File: src/design/imf_pkg.sv
`timescale 1ns / 1ps
package imf_pkg;

  typedef struct packed {
    logic        mode;
    logic [63:0] leaf_w0;
    logic [63:0] leaf_w1;
    logic [63:0] leaf_w2;
    logic [63:0] leaf_w3;
  } in_item_t;

  typedef struct packed {
    logic [63:0] root_w0;
    logic [63:0] root_w1;
    logic [63:0] root_w2;
    logic [63:0] root_w3;
    logic [32:0] leaf_count;
    logic        status;
  } out_item_t;

  localparam logic MODE_APPEND = 1'b0;
  localparam logic MODE_QUERY  = 1'b1;
  localparam logic [5:0] DEPTH_RESET = 6'd29;
  localparam logic [5:0] DEPTH_MIN   = 6'd2;

  localparam logic [255:0] SHA_IV = {
    32'h6a09e667, 32'hbb67ae85, 32'h3c6ef372, 32'ha54ff53a,
    32'h510e527f, 32'h9b05688c, 32'h1f83d9ab, 32'h5be0cd19};

  function automatic logic [31:0] sha_k(input logic [5:0] i);
    logic [31:0] k;
    unique case (i)
      6'd0: k = 32'h428a2f98; 6'd1: k = 32'h71374491; 6'd2: k = 32'hb5c0fbcf;
      6'd3: k = 32'he9b5dba5; 6'd4: k = 32'h3956c25b; 6'd5: k = 32'h59f111f1;
      6'd6: k = 32'h923f82a4; 6'd7: k = 32'hab1c5ed5; 6'd8: k = 32'hd807aa98;
      6'd9: k = 32'h12835b01; 6'd10: k = 32'h243185be; 6'd11: k = 32'h550c7dc3;
      6'd12: k = 32'h72be5d74; 6'd13: k = 32'h80deb1fe; 6'd14: k = 32'h9bdc06a7;
      6'd15: k = 32'hc19bf174; 6'd16: k = 32'he49b69c1; 6'd17: k = 32'hefbe4786;
      6'd18: k = 32'h0fc19dc6; 6'd19: k = 32'h240ca1cc; 6'd20: k = 32'h2de92c6f;
      6'd21: k = 32'h4a7484aa; 6'd22: k = 32'h5cb0a9dc; 6'd23: k = 32'h76f988da;
      6'd24: k = 32'h983e5152; 6'd25: k = 32'ha831c66d; 6'd26: k = 32'hb00327c8;
      6'd27: k = 32'hbf597fc7; 6'd28: k = 32'hc6e00bf3; 6'd29: k = 32'hd5a79147;
      6'd30: k = 32'h06ca6351; 6'd31: k = 32'h14292967; 6'd32: k = 32'h27b70a85;
      6'd33: k = 32'h2e1b2138; 6'd34: k = 32'h4d2c6dfc; 6'd35: k = 32'h53380d13;
      6'd36: k = 32'h650a7354; 6'd37: k = 32'h766a0abb; 6'd38: k = 32'h81c2c92e;
      6'd39: k = 32'h92722c85; 6'd40: k = 32'ha2bfe8a1; 6'd41: k = 32'ha81a664b;
      6'd42: k = 32'hc24b8b70; 6'd43: k = 32'hc76c51a3; 6'd44: k = 32'hd192e819;
      6'd45: k = 32'hd6990624; 6'd46: k = 32'hf40e3585; 6'd47: k = 32'h106aa070;
      6'd48: k = 32'h19a4c116; 6'd49: k = 32'h1e376c08; 6'd50: k = 32'h2748774c;
      6'd51: k = 32'h34b0bcb5; 6'd52: k = 32'h391c0cb3; 6'd53: k = 32'h4ed8aa4a;
      6'd54: k = 32'h5b9cca4f; 6'd55: k = 32'h682e6ff3; 6'd56: k = 32'h748f82ee;
      6'd57: k = 32'h78a5636f; 6'd58: k = 32'h84c87814; 6'd59: k = 32'h8cc70208;
      6'd60: k = 32'h90befffa; 6'd61: k = 32'ha4506ceb; 6'd62: k = 32'hbef9a3f7;
      default: k = 32'hc67178f2;
    endcase
    return k;
  endfunction

endpackage

File: src/design/imf_sha.sv
`timescale 1ns / 1ps
module imf_sha (
  input  logic         clk,
  input  logic         rst,
  input  logic         start,
  input  logic [511:0] block,
  output logic         done,
  output logic [255:0] digest
);
  import imf_pkg::*;

  logic [31:0]  w [16];
  logic [31:0]  a, b, c, d, e, f, g, h;
  logic [5:0]   rnd;
  logic         busy;
  logic [31:0]  t1, t2, s0, s1, wn;

  function automatic logic [31:0] rr(input logic [31:0] x, input int n);
    return (x >> n) | (x << (32 - n));
  endfunction

  always_comb begin
    t1 = h + (rr(e, 6) ^ rr(e, 11) ^ rr(e, 25)) + ((e & f) ^ (~e & g)) + sha_k(rnd) + w[0];
    t2 = (rr(a, 2) ^ rr(a, 13) ^ rr(a, 22)) + ((a & b) ^ (a & c) ^ (b & c));
    s0 = rr(w[1], 7) ^ rr(w[1], 18) ^ (w[1] >> 3);
    s1 = rr(w[14], 17) ^ rr(w[14], 19) ^ (w[14] >> 10);
    wn = w[0] + s0 + w[9] + s1;
  end

  always_ff @(posedge clk) begin
    done <= 1'b0;
    if (rst) begin
      busy <= 1'b0;
      rnd  <= '0;
    end else if (start) begin
      busy <= 1'b1;
      rnd  <= '0;
      for (int i = 0; i < 16; i++) begin
        w[i] <= block[511 - 32*i -: 32];
      end
      {a, b, c, d, e, f, g, h} <= SHA_IV;
    end else if (busy) begin
      for (int i = 0; i < 15; i++) begin
        w[i] <= w[i+1];
      end
      w[15] <= wn;
      h <= g; g <= f; f <= e; e <= d + t1;
      d <= c; c <= b; b <= a; a <= t1 + t2;
      rnd <= rnd + 6'd1;
      if (rnd == 6'd63) begin
        busy <= 1'b0;
        done <= 1'b1;
      end
    end
  end

  always_comb begin
    digest = {SHA_IV[255:224] + a, SHA_IV[223:192] + b, SHA_IV[191:160] + c,
              SHA_IV[159:128] + d, SHA_IV[127:96] + e, SHA_IV[95:64] + f,
              SHA_IV[63:32] + g, SHA_IV[31:0] + h};
  end
endmodule
File: config.mk
export PLATFORM = sky130hd
export DESIGN_NAME = imf_sha
export DESIGN_NICKNAME = d
export VERILOG_FILES = /design/src/design/imf_pkg.sv /design/src/design/imf_sha.sv
export SDC_FILE = /design/constraint.sdc
export NUM_CORES = 2
export LEC_CHECK = 0
export ABC_AREA = 1
export BUFFER_PORTS_ARGS = -buffer_cell sky130_fd_sc_hd__buf_2
export CAP_MARGIN = 30
export CORE_UTILIZATION = 40
export DETAILED_ROUTE_END_ITERATION = 16
export PLACE_DENSITY_LB_ADDON = 0.25
export SETUP_SLACK_MARGIN = 0.05
export SLEW_MARGIN = 20
export SYNTH_ARGS = -nofsm -noshare
export SYNTH_HDL_FRONTEND = slang
export SYNTH_SLANG_ARGS = --single-unit
File: constraint.sdc
create_clock -name clk -period 15.4 [get_ports clk]
set_input_delay 3.08 -clock clk [delete_from_list [all_inputs] [get_ports clk]]
set_output_delay 3.08 -clock clk [all_outputs]
set_load 0.05 [all_outputs]
==> reports/qor.csv <==
metric,value,unit
grt total ovfl,0,
hold path cells,2,
layout cells sized above 1,19.69,%
die boundary height,376.5,um
DR iter-0 viols,5463,
setup TNS,0,ns
Mapped Nets,7059,
Post-synth ARST share,0,%
fin crit share,51.29,%
Syn Std Cell Area,56110,um^2
WP buf/inv,5,
Final GP Congestion,0.9974,
row count,137,
synthesis-to-layout area growth,15.71,%
initial antenna violation count,79,
Ys Warns,0,
CTS Buf Count,94,
initial core utilization,40.26,%
Final Hold Violating Endpoints,0,
Final Slew Violations,0,
first-pass GRT wire length,338000,um
Antenna Nets Post-Route,0,
Worst Hold Path EP,w[1][137],
Worst Path Max Fanout,9,
Filler cells,13710,
total track usage,33.32,%
DRC Markers,0,
Largest register FFs,512,
Layout Nets,7748,
Critical Path RT,15.97,ns
Port Buffers,771,
"Clk pin slew, worst setup/hold paths",0.06,ns
CTS tree,built,
worst reg2reg path depth,26,
worst clock skew,0.06798,ns
DR pass1 iterations,7,
clock latency on the worst-skew pair,0.73,ns
max incr delay on CP,0.66,ns
die width,376.5,um
post-CTS sizing,0,
post-DP HPWL,196100,um
CP Capture Type,register,
Top Ports,772,
post-synth cell types,65,
Routed WL,240500,um
Hold Path Origin,w[1][169],
Root Buffer Master,clkbuf_16,
Least-Margin Pin Slew,1.138,ns
fin crit period,7.899,ns
DR vias,48150,
Max clock buf depth,3,
Slew Limit Headroom,24.11,%
most common flop cell mapped by yosys,edfxtp_1,
largest net degree at the start of global routing,176,
"Hold-fix buffers, CTS",0,
status,finished clean,
endpoints failing setup,0,
Biggest register,w,
CTS sink cnt,808,
Worst Hold Slack,0.5037,ns
Routed WL per cell,27.08,um
Seq cells post-synth,808,
Setup CP Type,reg -> reg,
FF-to-FF setup slack,7.50,ns
r2r endpoint,a[19],
die area,141800,um^2
hold crit path type,reg -> reg,
Mean Syn Cell Area,9.039,um^2
# H-tree levels,3,
cell count after synthesis,6207,
post-CTS setup buffers,0,
RSZ-0062 raised after global routing,false,
Avg Vias per Cell,5.420,
fmax,126.6,MHz
Core Area,139400,um^2
RR Startpoint,e[26],
vias in the first global route,47060,
crit path max-delay cell type,xor2_1,
"CP delay by family, top",adder cells,
sequential area share after synthesis,42.53,%
max_cap viols,0,
startpoint type of the worst setup path,register,
number of synthesized flops with an enable pin,768,
Critical Path AT,8.47,ns
-- logic make-up after synthesis --
logic type | Yosys count | synth area share [%]
mux | 320 | 6.423
compound gates | 786 | 7.959
fa+ha+maj | 337 | 10.02
flops | 808 | 42.53
simple gates | 2400 | 17.74
buf+inv | 1052 | 7.466
xor+xnor | 504 | 7.868
-- worst reg2reg max path, cell delays in order (launching register included) --
cell	delay [ns]
edfxtp_1	0.60
xnor2_1	0.28
xor2_1	0.17
inv_1	0.07
fa_1	0.49
inv_1	0.05
fa_1	0.46
fa_1	0.50
inv_1	0.04
ha_1	0.23
fa_1	0.49
nand3_1	0.10
nand3_1	0.13
a21oi_1	0.40
o21ai_0	0.34
xor2_1	0.66
inv_1	0.12
fa_1	0.51
inv_1	0.04
ha_1	0.36
nand2_1	0.13
nor2_1	0.29
nand4_1	0.22
o21ai_0	0.57
a21oi_1	0.17
or2_2	0.31
nand3_1	0.07
-- per-layer routing --
layer,vias to the layer above,GRT usage [%],wire (um)
li1,21910,-,-
met1,23360,43.62,96590
met2,2378,54.76,113100
met3,446,5.905,20740
met4,64,12.74,9744
met5,-,0,397
-- final cells by class --
class / count / area [um^2] / area share [%]
diodes: 33 / 82.58 / 0.1272
flip-flops and latches: 808 / 23860 / 36.76
well taps: 1876 / 2347 / 3.616
repair buffers: 810 / 4262 / 6.564
multi-input cells: 4347 / 28090 / 43.27
inverters: 835 / 3142 / 4.839
clock buffers: 110 / 2476 / 3.814
clock inverters: 64 / 654.4 / 1.008
-- worst max-delay path by stage --
| stage | from | endpoint | slack, ns | depth (start not counted) |
|---|---|---|---|---|
| after floorplan | start | w[0][0] | 4.60 | 7 |
| after global placement | e[26] | a[16] | 7.51 | 26 |
| after detailed placement | e[26] | a[16] | 7.69 | 26 |
| after CTS | e[26] | a[19] | 7.66 | 26 |
| after global routing | e[26] | a[30] | 7.27 | 29 |
| final | e[26] | a[19] | 7.50 | 26 |
-- cell usage after synthesis, types with 24 or more instances --
cell      number  area (um^2)
nand2_1     1431         5371
mux2_2       320         3603
ha_1         150         1877
o21ai_0      278         1391
xnor2_1      147         1287
a21oi_1      256         1281
o21a_1        25        187.7
or2_2         24        150.1
edfxtp_1     768        23060
xor2_1       357         3127
a31oi_1       38        237.7
nand3_1      267         1336
nor3_1        60        300.3
fa_1         187         3744
buf_2        102        510.5
nor2_1       470         1764
o21ai_1       45        225.2
clkbuf_1      90        337.8
o211ai_1      27        202.7
dfxtp_1       40        800.8
nand4_1       59        369.1
inv_1        814         3055
-- layout by cell type, fill, tap and decap left out, types with 187 or more instances in the layout --
| cell | instances |
|---|---|
| a21oi_1 | 256 |
| buf_2 | 776 |
| edfxtp_1 | 768 |
| fa_1 | 187 |
| inv_1 | 813 |
| mux2_2 | 320 |
| nand2_1 | 1428 |
| nand3_1 | 267 |
| nor2_1 | 469 |
| o21ai_0 | 278 |
| xor2_1 | 357 |
-- per-stage QoR --
| stage | cell area, um^2 | cells | utilization, % | setup slack [ns] |
|---|---|---|---|---|
| 4_1_cts | 64800 | 8847 | 46.50 | 7.660 |
| 3_3_place_gp | 61570 | 8666 | 44.18 | 7.508 |
| 5_1_grt | 64890 | 8871 | 46.56 | 7.265 |
| 2_1_floorplan | 56110 | 6207 | - | 4.604 |
| 3_5_place_dp | 61670 | 8673 | 44.25 | 7.685 |
| 6_report | 64920 | 8883 | 46.58 | 7.501 |
Power is left out: the tool's default activity adds up to more than one toggle a clock period on the data nets, which glitch-free logic cannot reach.
